[src/sv/msec_pkg.sv]
// ----------------------------------------------------------------------------
// msec_pkg: shared types and codes for the MIPS subset execute core
// Opcodes, function codes, access and fault codes, and the execute result.
// ----------------------------------------------------------------------------
`timescale 1ns / 1ps
`default_nettype none
package msec_pkg;

  localparam logic [5:0] OPC_SPECIAL = 6'h00;
  localparam logic [5:0] OPC_J       = 6'h02;
  localparam logic [5:0] OPC_JAL     = 6'h03;
  localparam logic [5:0] OPC_BEQ     = 6'h04;
  localparam logic [5:0] OPC_BNE     = 6'h05;
  localparam logic [5:0] OPC_BGTZ    = 6'h07;
  localparam logic [5:0] OPC_ADDI    = 6'h08;
  localparam logic [5:0] OPC_ADDIU   = 6'h09;
  localparam logic [5:0] OPC_ANDI    = 6'h0C;
  localparam logic [5:0] OPC_ORI     = 6'h0D;
  localparam logic [5:0] OPC_LUI     = 6'h0F;
  localparam logic [5:0] OPC_COP0    = 6'h10;
  localparam logic [5:0] OPC_LB      = 6'h20;
  localparam logic [5:0] OPC_LW      = 6'h23;
  localparam logic [5:0] OPC_SB      = 6'h28;
  localparam logic [5:0] OPC_SH      = 6'h29;
  localparam logic [5:0] OPC_SW      = 6'h2B;

  localparam logic [5:0] FN_SLL  = 6'h00;
  localparam logic [5:0] FN_JR   = 6'h08;
  localparam logic [5:0] FN_JALR = 6'h09;
  localparam logic [5:0] FN_ADD  = 6'h20;
  localparam logic [5:0] FN_ADDU = 6'h21;
  localparam logic [5:0] FN_AND  = 6'h24;
  localparam logic [5:0] FN_OR   = 6'h25;
  localparam logic [5:0] FN_SLTU = 6'h2B;

  localparam logic [4:0] CP0_MF = 5'd0;
  localparam logic [4:0] CP0_MT = 5'd4;
  localparam logic [4:0] REG_RA = 5'd31;

  localparam logic [2:0] ACC_NONE  = 3'd0;
  localparam logic [2:0] ACC_RD_W  = 3'd1;
  localparam logic [2:0] ACC_RD_B  = 3'd2;
  localparam logic [2:0] ACC_WR_W  = 3'd3;
  localparam logic [2:0] ACC_WR_H  = 3'd4;
  localparam logic [2:0] ACC_WR_B  = 3'd5;

  localparam logic [1:0] LD_NONE = 2'd0;
  localparam logic [1:0] LD_WORD = 2'd1;
  localparam logic [1:0] LD_BYTE = 2'd2;

  localparam logic [1:0] FLT_NONE  = 2'd0;
  localparam logic [1:0] FLT_UNK   = 2'd1;
  localparam logic [1:0] FLT_ALIGN = 2'd2;
  localparam logic [1:0] FLT_OVF   = 2'd3;

  typedef struct packed {
    logic [31:0] pc_next;
    logic [2:0]  kind;
    logic [31:0] addr;
    logic [31:0] sdata;
    logic [1:0]  flt;
    logic        gpr_we;
    logic [4:0]  gpr_waddr;
    logic [31:0] gpr_wdata;
    logic        cp0_we;
    logic [1:0]  ld_kind;
    logic [4:0]  ld_target;
  } exec_res_t;

endpackage
`default_nettype wire

[src/sv/msec_ram.sv]
// ----------------------------------------------------------------------------
// msec_ram: generic single-write, single-read RAM
// One write port and one read port with registered read data.
// ----------------------------------------------------------------------------
`timescale 1ns / 1ps
`default_nettype none
module msec_ram #(
  parameter int WIDTH = 32,
  parameter int DEPTH = 32
) (
  input  wire                     clk,
  input  wire                     we,
  input  wire [$clog2(DEPTH)-1:0] waddr,
  input  wire [WIDTH-1:0]         wdata,
  input  wire [$clog2(DEPTH)-1:0] raddr,
  output logic [WIDTH-1:0]        rdata
);

  logic [WIDTH-1:0] mem [DEPTH];

  always_ff @(posedge clk) begin
    if (we) begin
      mem[waddr] <= wdata;
    end
    rdata <= mem[raddr];
  end

endmodule
`default_nettype wire

[src/sv/msec_exec.sv]
// ----------------------------------------------------------------------------
// msec_exec: execute logic for one instruction
// Decodes the executed word and yields next pc, access and write-back.
// ----------------------------------------------------------------------------
`timescale 1ns / 1ps
`default_nettype none
module msec_exec import msec_pkg::*; (
  input  wire [31:0] instr,
  input  wire [31:0] iaddr,
  input  wire [31:0] pc,
  input  wire [31:0] a,
  input  wire [31:0] b,
  input  wire [31:0] cp0_rdata,
  output exec_res_t  res
);

  logic [5:0]  opc, fn;
  logic [4:0]  rs, rt, rd, sa;
  logic [15:0] imm;
  logic [31:0] simm, zimm, sum_ab, sum_ai, br_tgt, j_tgt, link;
  logic        ovf_ab, ovf_ai;

  always_comb begin
    opc    = instr[31:26];
    rs     = instr[25:21];
    rt     = instr[20:16];
    rd     = instr[15:11];
    sa     = instr[10:6];
    fn     = instr[5:0];
    imm    = instr[15:0];
    simm   = {{16{imm[15]}}, imm};
    zimm   = {16'h0000, imm};
    sum_ab = a + b;
    sum_ai = a + simm;
    ovf_ab = ~(a[31] ^ b[31]) & (a[31] ^ sum_ab[31]);
    ovf_ai = ~(a[31] ^ simm[31]) & (a[31] ^ sum_ai[31]);
    br_tgt = pc + {simm[29:0], 2'b00};
    j_tgt  = {pc[31:28], instr[25:0], 2'b00};
    link   = iaddr + 32'd8;

    res           = '0;
    res.pc_next   = pc + 32'd4;
    res.gpr_waddr = rd;

    case (opc)
      OPC_SPECIAL: begin
        case (fn)
          FN_SLL: begin
            res.gpr_we = 1'b1; res.gpr_wdata = b << sa;
          end
          FN_JR: begin
            res.pc_next = a;
            if (a[1:0] != 2'b00) res.flt = FLT_ALIGN;
          end
          FN_JALR: begin
            res.pc_next = a;
            res.gpr_we = 1'b1; res.gpr_wdata = link;
            if (a[1:0] != 2'b00) res.flt = FLT_ALIGN;
          end
          FN_ADD: begin
            if (ovf_ab) res.flt = FLT_OVF;
            else begin
              res.gpr_we = 1'b1; res.gpr_wdata = sum_ab;
            end
          end
          FN_ADDU: begin
            res.gpr_we = 1'b1; res.gpr_wdata = sum_ab;
          end
          FN_AND: begin
            res.gpr_we = 1'b1; res.gpr_wdata = a & b;
          end
          FN_OR: begin
            res.gpr_we = 1'b1; res.gpr_wdata = a | b;
          end
          FN_SLTU: begin
            res.gpr_we = 1'b1; res.gpr_wdata = {31'd0, a < b};
          end
          default: res.flt = FLT_UNK;
        endcase
      end
      OPC_J: res.pc_next = j_tgt;
      OPC_JAL: begin
        res.pc_next = j_tgt;
        res.gpr_we = 1'b1; res.gpr_waddr = REG_RA; res.gpr_wdata = link;
      end
      OPC_BEQ:  if (a == b) res.pc_next = br_tgt;
      OPC_BNE:  if (a != b) res.pc_next = br_tgt;
      OPC_BGTZ: if (!a[31] && a != 32'd0) res.pc_next = br_tgt;
      OPC_ADDI: begin
        res.gpr_waddr = rt;
        if (ovf_ai) res.flt = FLT_OVF;
        else begin
          res.gpr_we = 1'b1; res.gpr_wdata = sum_ai;
        end
      end
      OPC_ADDIU: begin
        res.gpr_waddr = rt; res.gpr_we = 1'b1; res.gpr_wdata = sum_ai;
      end
      OPC_ANDI: begin
        res.gpr_waddr = rt; res.gpr_we = 1'b1; res.gpr_wdata = a & zimm;
      end
      OPC_ORI: begin
        res.gpr_waddr = rt; res.gpr_we = 1'b1; res.gpr_wdata = a | zimm;
      end
      OPC_LUI: begin
        res.gpr_waddr = rt; res.gpr_we = 1'b1; res.gpr_wdata = {imm, 16'h0000};
      end
      OPC_COP0: begin
        res.gpr_waddr = rt;
        if (fn != 6'd0) res.flt = FLT_UNK;
        else if (rs == CP0_MF) begin
          res.gpr_we = 1'b1; res.gpr_wdata = cp0_rdata;
        end else if (rs == CP0_MT) res.cp0_we = 1'b1;
        else res.flt = FLT_UNK;
      end
      OPC_LB: begin
        res.addr = sum_ai; res.kind = ACC_RD_B;
        res.ld_kind = LD_BYTE; res.ld_target = rt;
      end
      OPC_LW: begin
        res.addr = sum_ai; res.kind = ACC_RD_W;
        res.ld_kind = LD_WORD; res.ld_target = rt;
        if (sum_ai[1:0] != 2'b00) res.flt = FLT_ALIGN;
      end
      OPC_SB: begin
        res.addr = sum_ai; res.kind = ACC_WR_B; res.sdata = {24'd0, b[7:0]};
      end
      OPC_SH: begin
        res.addr = sum_ai; res.kind = ACC_WR_H; res.sdata = {16'd0, b[15:0]};
        if (sum_ai[0]) res.flt = FLT_ALIGN;
      end
      OPC_SW: begin
        res.addr = sum_ai; res.kind = ACC_WR_W; res.sdata = b;
        if (sum_ai[1:0] != 2'b00) res.flt = FLT_ALIGN;
      end
      default: res.flt = FLT_UNK;
    endcase
  end

endmodule
`default_nettype wire

[src/sv/mips_subset_execute_core.sv]
// ----------------------------------------------------------------------------
// mips_subset_execute_core: MIPS-I integer subset with one delay slot
// Each input beat brings a fetched word or load data; each yields one result.
// ----------------------------------------------------------------------------
// channel | dir | handshake                 | payload
// s_*     | in  | s_tvalid / s_tready       | tuser op, tdata word + load data
// m_*     | out | m_tvalid / m_tready       | tuser access kind, tdata result
// apb     | in  | psel, penable, pwrite     | reset_vector at byte address 0
//
// One beat per cycle while the output is not stalled: a beat is captured in
// the input register; as it leaves, the held word executes from the register
// file, the beat's word becomes the held word, and the result lands in the
// output register.
// The input register advances while the output register is empty or drained,
// so a stalled result holds the pipe without dropping beats.
// Reset (synchronous) clears pc to the reset vector, CP0, valid bits and state.
// ----------------------------------------------------------------------------
`timescale 1ns / 1ps
`default_nettype none
module mips_subset_execute_core import msec_pkg::*; (
  input  wire         clk,
  input  wire         rst,
  input  wire         s_tvalid,
  output logic        s_tready,
  input  wire  [63:0] s_tdata,   // fetched_word[31:0], load_data[63:32]
  input  wire         s_tuser,   // op
  output logic        m_tvalid,
  input  wire         m_tready,
  output logic [103:0] m_tdata,  // fetch_address[31:0], access_address[63:32],
                                 // store_data[95:64], fault[97:96], zero pad
  output logic [2:0]  m_tuser,   // access_kind
  input  wire         psel,
  input  wire         penable,
  input  wire         pwrite,
  input  wire  [2:0]  paddr,
  input  wire  [31:0] pwdata,
  output logic [31:0] prdata,
  output logic        pready
);

  // input register
  logic        s1_valid, s1_op;
  logic [31:0] s1_word, s1_ldata;

  // output register
  logic        out_valid;
  logic [31:0] out_pc, out_addr, out_sdata;
  logic [2:0]  out_kind;
  logic [1:0]  out_flt;

  // architectural state
  logic [31:0] reset_vector, pc, held_word, held_addr;
  logic [4:0]  ld_target;
  logic [1:0]  ld_kind, halted;
  logic [31:0] cp0 [32];
  logic [31:0] gpr_valid;

  // register file bypass of the write that landed with the last read
  logic        byp_v;
  logic [4:0]  byp_a;
  logic [31:0] byp_d;
  logic        a_vld, b_vld;

  logic        out_free, fire, exec_go, cfg_we;
  logic        we;
  logic [4:0]  wa, ra, rb;
  logic [31:0] wd, ram_a, ram_b, a, b, ld_val, next_word;
  exec_res_t   ex;

  assign pready   = 1'b1;
  assign out_free = !out_valid || m_tready;
  assign fire     = s1_valid && out_free;
  assign s_tready = !s1_valid || out_free;
  assign exec_go  = fire && !s1_op && (halted == FLT_NONE);
  assign cfg_we   = psel && penable && pwrite && pready && (paddr[2] == 1'b0);
  assign prdata   = (paddr[2] == 1'b0) ? reset_vector : 32'd0;

  // read ports follow the word that will be executed next
  assign next_word = exec_go ? s1_word : held_word;
  assign ra        = next_word[25:21];
  assign rb        = next_word[20:16];

  always_comb begin
    a = 32'd0;
    if (held_word[25:21] != 5'd0) begin
      if (byp_v && byp_a == held_word[25:21]) a = byp_d;
      else if (a_vld) a = ram_a;
    end
    b = 32'd0;
    if (held_word[20:16] != 5'd0) begin
      if (byp_v && byp_a == held_word[20:16]) b = byp_d;
      else if (b_vld) b = ram_b;
    end
  end

  msec_exec u_exec (
    .instr     (held_word),
    .iaddr     (held_addr),
    .pc        (pc),
    .a         (a),
    .b         (b),
    .cp0_rdata (cp0[held_word[15:11]]),
    .res       (ex)
  );

  // write-back select: load return or executed instruction; drop writes to r0
  always_comb begin
    ld_val = (ld_kind == LD_BYTE) ? {{24{s1_ldata[7]}}, s1_ldata[7:0]} : s1_ldata;
    we = 1'b0;
    wa = ld_target;
    wd = ld_val;
    if (fire && s1_op) begin
      we = (ld_kind != LD_NONE) && (ld_target != 5'd0);
    end else if (exec_go) begin
      we = ex.gpr_we && (ex.gpr_waddr != 5'd0);
      wa = ex.gpr_waddr;
      wd = ex.gpr_wdata;
    end
  end

  msec_ram #(.WIDTH(32), .DEPTH(32)) u_gpr_a (
    .clk(clk), .we(we), .waddr(wa), .wdata(wd), .raddr(ra), .rdata(ram_a)
  );
  msec_ram #(.WIDTH(32), .DEPTH(32)) u_gpr_b (
    .clk(clk), .we(we), .waddr(wa), .wdata(wd), .raddr(rb), .rdata(ram_b)
  );

  always_ff @(posedge clk) begin
    if (rst) begin
      byp_v     <= 1'b0;
      gpr_valid <= '0;
      a_vld     <= 1'b0;
      b_vld     <= 1'b0;
    end else begin
      byp_v <= we;
      a_vld <= gpr_valid[ra];
      b_vld <= gpr_valid[rb];
      if (we) gpr_valid[wa] <= 1'b1;
    end
    byp_a <= wa;
    byp_d <= wd;
  end

  // input register: hold while the output side stalls
  always_ff @(posedge clk) begin
    if (rst) begin
      s1_valid <= 1'b0;
    end else if (s_tready) begin
      s1_valid <= s_tvalid;
    end
    if (s_tready && s_tvalid) begin
      s1_op    <= s_tuser;
      s1_word  <= s_tdata[31:0];
      s1_ldata <= s_tdata[63:32];
    end
  end

  // architectural state and output register
  always_ff @(posedge clk) begin
    if (rst) begin
      reset_vector <= 32'hBFC00000;
      pc           <= 32'hBFC00000;
      held_word    <= 32'd0;
      held_addr    <= 32'd0;
      ld_target    <= 5'd0;
      ld_kind      <= LD_NONE;
      halted       <= FLT_NONE;
      out_valid    <= 1'b0;
      for (int i = 0; i < 32; i++) cp0[i] <= 32'd0;
    end else begin
      if (cfg_we) begin
        reset_vector <= pwdata;
        pc           <= pwdata;
      end
      if (out_free) out_valid <= fire;
      if (fire) begin
        out_pc    <= pc;
        out_kind  <= ACC_NONE;
        out_addr  <= 32'd0;
        out_sdata <= 32'd0;
        out_flt   <= halted;
        if (s1_op) begin
          // complete the pending load, if any
          ld_kind   <= LD_NONE;
          ld_target <= 5'd0;
        end else if (halted == FLT_NONE) begin
          held_word <= s1_word;
          held_addr <= pc;
          pc        <= ex.pc_next;
          ld_kind   <= ex.ld_kind;
          ld_target <= ex.ld_target;
          if (ex.cp0_we) cp0[held_word[15:11]] <= b;
          if (ex.flt != FLT_NONE) halted <= ex.flt;
          out_pc    <= ex.pc_next;
          out_kind  <= ex.kind;
          out_addr  <= ex.addr;
          out_sdata <= ex.sdata;
          out_flt   <= ex.flt;
        end
      end
    end
  end

  assign m_tvalid = out_valid;
  assign m_tuser  = out_kind;
  assign m_tdata  = {6'd0, out_flt, out_sdata, out_addr, out_pc};

endmodule
`default_nettype wire

[config.mk]
export PLATFORM = sky130hd
export DESIGN_NAME = mips_subset_execute_core
export DESIGN_NICKNAME = d
export VERILOG_FILES = /design/src/sv/msec_pkg.sv /design/src/sv/msec_ram.sv /design/src/sv/msec_exec.sv /design/src/sv/mips_subset_execute_core.sv
export SDC_FILE = /design/constraint.sdc
export NUM_CORES = 2
export LEC_CHECK = 0
export BUFFER_PORTS_ARGS = -buffer_cell sky130_fd_sc_hd__buf_4
export CORE_MARGIN = 10
export CORE_UTILIZATION = 40
export CTS_BUF_LIST = sky130_fd_sc_hd__clkbuf_8
export CTS_CLUSTER_SIZE = 14
export DETAILED_ROUTE_END_ITERATION = 10
export GPL_TIMING_DRIVEN = 1
export SETUP_SLACK_MARGIN = 0.02
export SLEW_MARGIN = 20
export SYNTH_ARGS = -nofsm -noshare
export SYNTH_HDL_FRONTEND = slang
export SYNTH_SLANG_ARGS = --single-unit
[constraint.sdc]
create_clock -name clk -period 7.9 [get_ports clk]
set_input_delay 1.185 -clock clk [delete_from_list [all_inputs] [get_ports clk]]
set_output_delay 1.185 -clock clk [all_outputs]
set_load 0.02 [all_outputs]
Word-level counts from Yosys, hierarchy flattened
Memory sizes are Yosys's and may differ from the RTL's. A register that Yosys moved wholly into a read port is not among the register bits.
Index checks and enable logic that the tools add are counted.
- add/subtract/negate cells: 5
- multiply operators: 0
- divide/modulo/power cells: 0
- order comparisons: 5
- eq/ne operators: 29
- shift-type cells: 1
- muxes and demuxes: 82
- bitwise operators: 17
- reduce and logical (&&, ||, !) cells: 49
- operator list (kind ; number):
    $mux W32 ; 24
    $pmux W32 S8 ; 1
    $pmux W32 S7 ; 1
    $pmux W35 S5 ; 1
    $pmux W32 S5 ; 1
    $add A32 B32 Y32 ; 3
    $pmux W32 S3 ; 1
    $or A32 B32 Y32 ; 2
    $eq A6 B6 Y1 const B ; 10
    $eq A6 B4 Y1 const B ; 7
    $mux W5 ; 7
    $mux W33 ; 1
    $add A32 B3 Y32 const B ; 1
    $add A32 B4 Y32 const B ; 1
    $and A32 B16 Y32 ; 1
    $and A32 B32 Y32 ; 1
    $eq A32 B32 Y1 ; 1
    $lt A32 B32 Y1 ; 1
    $ne A32 B32 Y1 ; 1
    $or A32 B16 Y32 ; 1
    $reduce_bool A32 Y1 ; 1
    $reduce_or A32 Y1 ; 1
    $shl A32 B5 Y32 ; 1
    $mux W26 ; 1
    other kinds (37) ; 117
- flip-flop bits (word level): 377
- bits in latches: 0
- RAM bits: 3072
- bits in read-only memories: 0
- bits of input ports: 107
- output and inout bits: 142
- logic and storage cells: 214
- memories kept: 3
- memory list (memory ; words ; width ; rd ports ; clocked after Yosys merged registers in ; write ports ; RTL line ; RTL):
    cp0 ; 32 ; 32 ; 1 ; 1 ; 32 ; mips_subset_execute_core.sv:55 ; logic [31:0] cp0 [32];
    u_gpr_a.mem ; 32 ; 32 ; 1 ; 1 ; 1 ; msec_ram.sv:19 ; logic [WIDTH-1:0] mem [DEPTH];
    u_gpr_b.mem ; 32 ; 32 ; 1 ; 1 ; 1 ; msec_ram.sv:19 ;

Depth between registers and ports, before layout
- depth in word-level cells: 15
- mapped depth: 26
- depth with buffers taken out: 20

Modules after synthesis
From an unflattened synthesis, not the netlist that was laid out.
- cells, all modules: 10753
- area, all modules: 152191.0 µm²
- modules (own cells, without submodules) (module ; instances ; cells an instance ; area an instance (µm²) ; seq. area each (µm²)):
    msec_ram ; 2 ; 2260 ; 40485.1 ; 31390.1
    mips_subset_execute_core ; 1 ; 4429 ; 59220.5 ; 40058.4
    msec_exec ; 1 ; 1804 ; 12000.3 ; 0.0

Worst setup path before layout
No wires, ideal clock.
- path type: reg-to-reg
- from: reg held_word[18]
- to: mem u_gpr_a.mem[19][0] (enable)
- library setup time: 0.421 ns
- arrival time: 6.424 ns
- required time: 7.479 ns
- setup slack: 1.054 ns
- stages on the path, launching flop included: 24
- buffers on the path: 8
- clock period less this slack: 6.846 ns
- path through: dfxtp_1 > buf_6 > or4_4 > or2_0 > clkbuf_1 > buf_2 > clkbuf_1 > and4_1 > a31oi_1 > clkbuf_1 > clkbuf_1 > ha_1 > clkbuf_1 > nand2_1 > o21ai_0 > a31oi_1 > o31ai_1 > or4_1 > o311ai_2 > nor3_1 > o41ai_4 > nand3_2 > buf_6 > nor2_1
- word-level cells in the longest chain between the ends: 15
- elaborated cells between the ends (all ways): 22
- classes of those cells: add/sub (1); eq/ne (1); mux (12); bitwise (4); reduce/logical (4)
- ends and longest elaborated chain (element ; RTL line ; RTL):
    start, declared ; mips_subset_execute_core.sv:52 ; logic [31:0] reset_vector, pc, held_word, held_addr;
    start signal, assigned ; mips_subset_execute_core.sv:187 ; held_word <= s1_word;
    $eq A5 B5 Y1 ; mips_subset_execute_core.sv:91 ; if (byp_v && byp_a == held_word[20:16]) b = byp_d;
    $logic_and A1 B1 Y1 ; mips_subset_execute_core.sv:91 ;
    $mux W32 ; mips_subset_execute_core.sv:91 ;
    $mux W32 ; mips_subset_execute_core.sv:90 ; if (held_word[20:16] != 5'd0) begin
    $add A32 B32 Y32 / $xor A1 B1 Y1 (equally long branches) ; msec_exec.sv:33, msec_exec.sv:35 ;
    $xor A1 B1 Y1 / $not A1 Y1 (equally long branches) ; msec_exec.sv:35 ; ovf_ab = ~(a[31] ^ b[31]) & (a[31] ^ sum_ab[31]);
    $and A1 B1 Y1 ; msec_exec.sv:35 ;
    $mux W1 ; msec_exec.sv:61 ; if (ovf_ab) res.flt = FLT_OVF;
    $pmux W1 S2 ; msec_exec.sv:47 ; case (fn)
    $pmux W1 S4 ; msec_exec.sv:45 ; case (opc)
    $logic_and A1 B1 Y1 ; mips_subset_execute_core.sv:115 ; we = ex.gpr_we && (ex.gpr_waddr != 5'd0);
    $mux W1 ; mips_subset_execute_core.sv:114 ; end else if (exec_go) begin
    $mux W1 ; mips_subset_execute_core.sv:112 ; if (fire && s1_op) begin
    $mux W1 ; msec_ram.sv:22 ; if (we) begin
    $mux W1 (implied by the code) ; msec_ram.sv:23 ; mem[waddr] <= wdata;
    end, declared ; msec_ram.sv:19 ;
Several ways; a longest one is shown, not always the timed one.

Final worst setup path
- from: reg held_word[23]
- to: mem u_gpr_a.mem[8][26] (enable)
- word-level cells in the longest chain between the ends: 15
- elaborated cells between the ends (all ways): 27
- classes of those cells: add/sub (2); eq/ne (1); mux (12); bitwise (8); reduce/logical (4)
- ends and longest elaborated chain (element ; RTL line ; RTL):
    $eq A5 B5 Y1 ; mips_subset_execute_core.sv:86 ; if (byp_v && byp_a == held_word[25:21]) a = byp_d;
    $logic_and A1 B1 Y1 ; mips_subset_execute_core.sv:86 ;
    $mux W32 ; mips_subset_execute_core.sv:86 ;
    $mux W32 ; mips_subset_execute_core.sv:85 ; if (held_word[25:21] != 5'd0) begin
    $add A32 B32 Y32 / $xor A1 B1 Y1 (equally long branches) ; msec_exec.sv:33, msec_exec.sv:35 ;
    $xor A1 B1 Y1 / $not A1 Y1 (equally long branches) ; msec_exec.sv:35 ;
    $and A1 B1 Y1 ; msec_exec.sv:35 ;
    $mux W1 ; msec_exec.sv:61 ;
    $pmux W1 S2 ; msec_exec.sv:47 ;
    $pmux W1 S4 (*) ; msec_exec.sv:45 ;
    $logic_and A1 B1 Y1 (*) ; mips_subset_execute_core.sv:115 ;
    $mux W1 (*) ; mips_subset_execute_core.sv:114 ;
    $mux W1 (*) ; mips_subset_execute_core.sv:112 ;
    $mux W1 (*) ; msec_ram.sv:22 ;
    $mux W1 (implied by the code) (*) ; msec_ram.sv:23 ;
Every way passes the cells marked *; elsewhere a longest branch is shown, timed or not.

==> results.md <==
* Worst path max stage delay at 590 ps
* Largest net degree at the start of global routing at 120
* Critical-path maximum fanout at 27
* RSZ-0062 raised after global routing: false
* Commonest non-fill, non-tap cell in the layout: edfxtp_1
* Max Fclk at 134 MHz
* Setup TNS at 0 ps
* Main synth FF type: edfxtp_1
* RR Endpoint: u_gpr_a.mem[8][26]$_DFFE_PP_
* TritonCTS Buffers at 406
* P&R area growth vs syn at 13.5%
* Required @ worst endpoint at 8600 ps
* Comb pwr share at 0.098
* FF-to-FF setup slack at 430 ps
* Core footprint at 300000 um^2
* Antenna-violating nets left at 0
* Drt pass-1 iters at 8
* WL/cell at 32.9 um
* Synth warn at 0
* Pwr Density at 210 nW/um^2
* DRC Markers at 0
* Seq pwr share at 0.519
* Synth async-reset ratio at 0
* Unique masters post-synth at 103
* Psw at 7.42 mW
* Sw frac at 0.257
* Clk pin slew, worst setup/hold paths at 60 ps
* Syn Std Cell Area at 121000 um^2
* Hold path startpoint: s_tdata[55]
* Worst Reg2Reg Path Length in Cells at 23
* Initial Util at 0.403
* Worst Setup End Kind: flop
* Count of pins over their slew limit at 0
* Vias in the first global route at 84150
* Antenna violations before repair at 34
* Final Cycle Share at 0.945
* Leak Pwr at 47.1 nW
* Crit path time final at 7470 ps
* Rows at 201
* Crit path max-delay cell type: dfxtp_1
* Setup-failing EPs final at 0
* Count of input and output buffers at 239
* Syn Area/Cell at 13.3 um^2
* Vias per cell at 6.16
* CP Cell Sequence: xnor2_1, and4_1, nand2_2, nand3_1, nand2_1, nand2_1, inv_1, ha_1, a211oi_1, o21ai_0, a2111o_1, a211oi_1, nor3_1, a2111oi_1, buf_4, o31ai_1, nor3_1, o41ai_4, buf_4, nand2_1, buf_4, nor2_4, buf_12
* Clk pwr share at 0.383
* Post-synth EDFFs at 2214
* Die area at 325000 um^2
* Max reg flops at 1024
* Post-Synthesis Cells at 9114
* Post-DP HPWL at 300000 um
* IO Count at 249
* RR Startpoint: held_word[23]$_SDFFE_PP0P_
* Die Width at 570 um
* Largest Register: cp0
* CP Launch Type: flop
* Seq/Total Area, Yosys at 0.596
* Clock Skews at 106 ps
* Crit path DAT at 8170 ps
* Final wirelength at 453000 um
* Hold Path Stages at 1
* Clk_lat worst skew at 1050 ps
* Final #Nets at 9750
* Worst setup path class: reg2reg
* Final hold vios at 0
* Flops & latches, synth at 2494
* Power Internal at 21.4 mW
* Chip height at 570 um
* Hold buffers post-CTS at 0
* GRT Util Overall at 0.271
* VDD IR max at 0.000164 V
* Biggest regs: cp0 x1024, u_gpr_a.mem x960, u_gpr_b.mem x64
* DR vias at 84784
* GPL Wtd Cong at 1.03
* Tot Pwr at 28.9 mW
* Total gr overflow at 0
* H-tree levels at 5
* Status: completed
* CTS root buf: clkbuf_8
* Post_cts resized at 0
* Wire length of the first global-routing pass at 635000 um
* Slew Limit Headroom at 0.0480
* Commonest cells after routing, fill and taps aside: edfxtp_1 (2214), nor2_1 (1322), nand2_1 (1160)
* Worst min path class: in2reg
* Iter 0 DRT Violations at 10712
* Layout cell share with drive strength beyond 1 at 0.230
* Max clock buf depth at 4
* Max-cap violations at 0
* Hold EP: s1_ldata[23]$_DFFE_PP_
* Setup bufs post-CTS at 0
* Slew @ Worst Pin at 1410 ps
* CTS Sinks at 2494
* CTS tree: yes
-- metrics by stage --
step / setup slack, ps / util / cell area [um^2] / std cells / hold WS [ps]
2_1_floorplan: 1050 / - / 121000 / 9151 / 408
3_3_place_gp: 763 / 0.431 / 129000 / 13019 / 425
6_report: 434 / 0.457 / 137000 / 13757 / 320
5_1_grt: 326 / 0.457 / 137000 / 13746 / 263
4_1_cts: 719 / 0.457 / 137000 / 13744 / 233
3_5_place_dp: 728 / 0.431 / 129000 / 13019 / 424
-- cell usage after synthesis, drive strengths merged, types with 8 or more instances --
| cell | instances | area, um^2 |
|---|---|---|
| a211o | 8 | 70.1 |
| a211oi | 53 | 403 |
| a21o | 45 | 338 |
| a21oi | 378 | 1890 |
| a221o | 8 | 80.1 |
| a221oi | 32 | 280 |
| a222oi | 8 | 80.1 |
| a22oi | 18 | 140 |
| a31oi | 48 | 322 |
| a32oi | 12 | 105 |
| and2 | 27 | 169 |
| and3 | 48 | 300 |
| and4 | 15 | 134 |
| buf | 201 | 826 |
| clkbuf | 530 | 1990 |
| clkinv | 21 | 78.8 |
| dfxtp | 280 | 5610 |
| edfxtp | 2214 | 66500 |
| ha | 172 | 2150 |
| inv | 103 | 387 |
| mux2 | 26 | 293 |
| mux2i | 86 | 868 |
| mux4 | 876 | 19700 |
| nand2 | 1202 | 4520 |
| nand2b | 25 | 156 |
| nand3 | 434 | 2180 |
| nand4 | 37 | 231 |
| nor2 | 1363 | 5120 |
| nor2b | 42 | 263 |
| nor3 | 68 | 340 |
| nor4 | 26 | 163 |
| o2111a | 14 | 158 |
| o211ai | 27 | 203 |
| o21a | 20 | 150 |
| o21ai | 246 | 1230 |
| o21bai | 22 | 165 |
| o221ai | 40 | 350 |
| o22ai | 38 | 238 |
| o2bb2ai | 29 | 254 |
| o31a | 8 | 70.1 |
| o31ai | 17 | 146 |
| or2 | 12 | 75.1 |
| xnor2 | 84 | 736 |
| xor2 | 53 | 464 |
-- power by group through the flow --
stage / registers [mW] / clock network [mW] / logic (mW)
2_1_floorplan: 15.1 / 0 / 1.58
3_3_place_gp: 15.2 / 0 / 2.76
3_5_place_dp: 15.3 / 0 / 2.78
4_1_cts: 15.0 / 11.2 / 2.78
5_1_grt: 15.0 / 11.8 / 2.94
6_report: 15.0 / 11.1 / 2.82
-- cell type report --
cell class,instances,area (um^2)
inverter,124,468
clock buffer,430,5920
clock inverter,295,1900
antenna,13,32.5
tap,3958,4950
fill,26891,163000
timing repair buffer,641,5330
multi-input combinational,5802,46500
sequential,2494,72100
-- worst max-delay path: cells and delay by family, from the launching register on --
family | cells | cell delay [ps]
buffers and inverters | 5 | 1090
adder cells (fa/ha/maj) | 1 | 310
AND/OR/NAND/NOR | 9 | 2660
AO/OA/AOI/OAI | 7 | 2220
XOR/XNOR | 1 | 180
flip-flops | 1 | 590
-- cell families after synthesis --
| logic type | count (synthesis) | synth area share |
|---|---|---|
| multiplexers | 988 | 0.173 |
| AO/OA/AOI/OAI | 1139 | 0.0608 |
| other | 2 | 0.0000621 |
| flip-flops | 2494 | 0.596 |
| buffers and inverters | 855 | 0.0271 |
| adder cells (fa/ha/maj) | 174 | 0.0181 |
| XOR/XNOR | 137 | 0.00993 |
| AND/OR/NAND/NOR | 3325 | 0.115 |
-- worst max path at each step --
stage                                           from                            to  slack (ps)  cells past startpoint
final                     held_word[23]$_SDFFE_PP0P_  u_gpr_a.mem[8][26]$_DFFE_PP_         430                     23
after global routing      held_word[23]$_SDFFE_PP0P_  u_gpr_a.mem[8][26]$_DFFE_PP_         330                     23
after CTS                 held_word[23]$_SDFFE_PP0P_  u_gpr_a.mem[8][26]$_DFFE_PP_         720                     23
after detailed placement  held_word[23]$_SDFFE_PP0P_          out_pc[22]$_DFFE_PP_         730                     18
after global placement    held_word[23]$_SDFFE_PP0P_          out_pc[24]$_DFFE_PP_         760                     18
after floorplan           held_word[18]$_SDFFE_PP0P_  u_gpr_a.mem[19][0]$_DFFE_PP_        1050                     23
-- layer usage --
layer	vias to the layer above	wire length, um	track usage	part of all wire
li1	35201	-	-	-
met1	43476	170000	0.352	0.37
met2	5092	212000	0.437	0.47
met3	1009	44300	0.0531	0.098
met4	6	26400	0.133	0.058
met5	-	32	0	0.000071
Power figures use the tool's default switching activity.
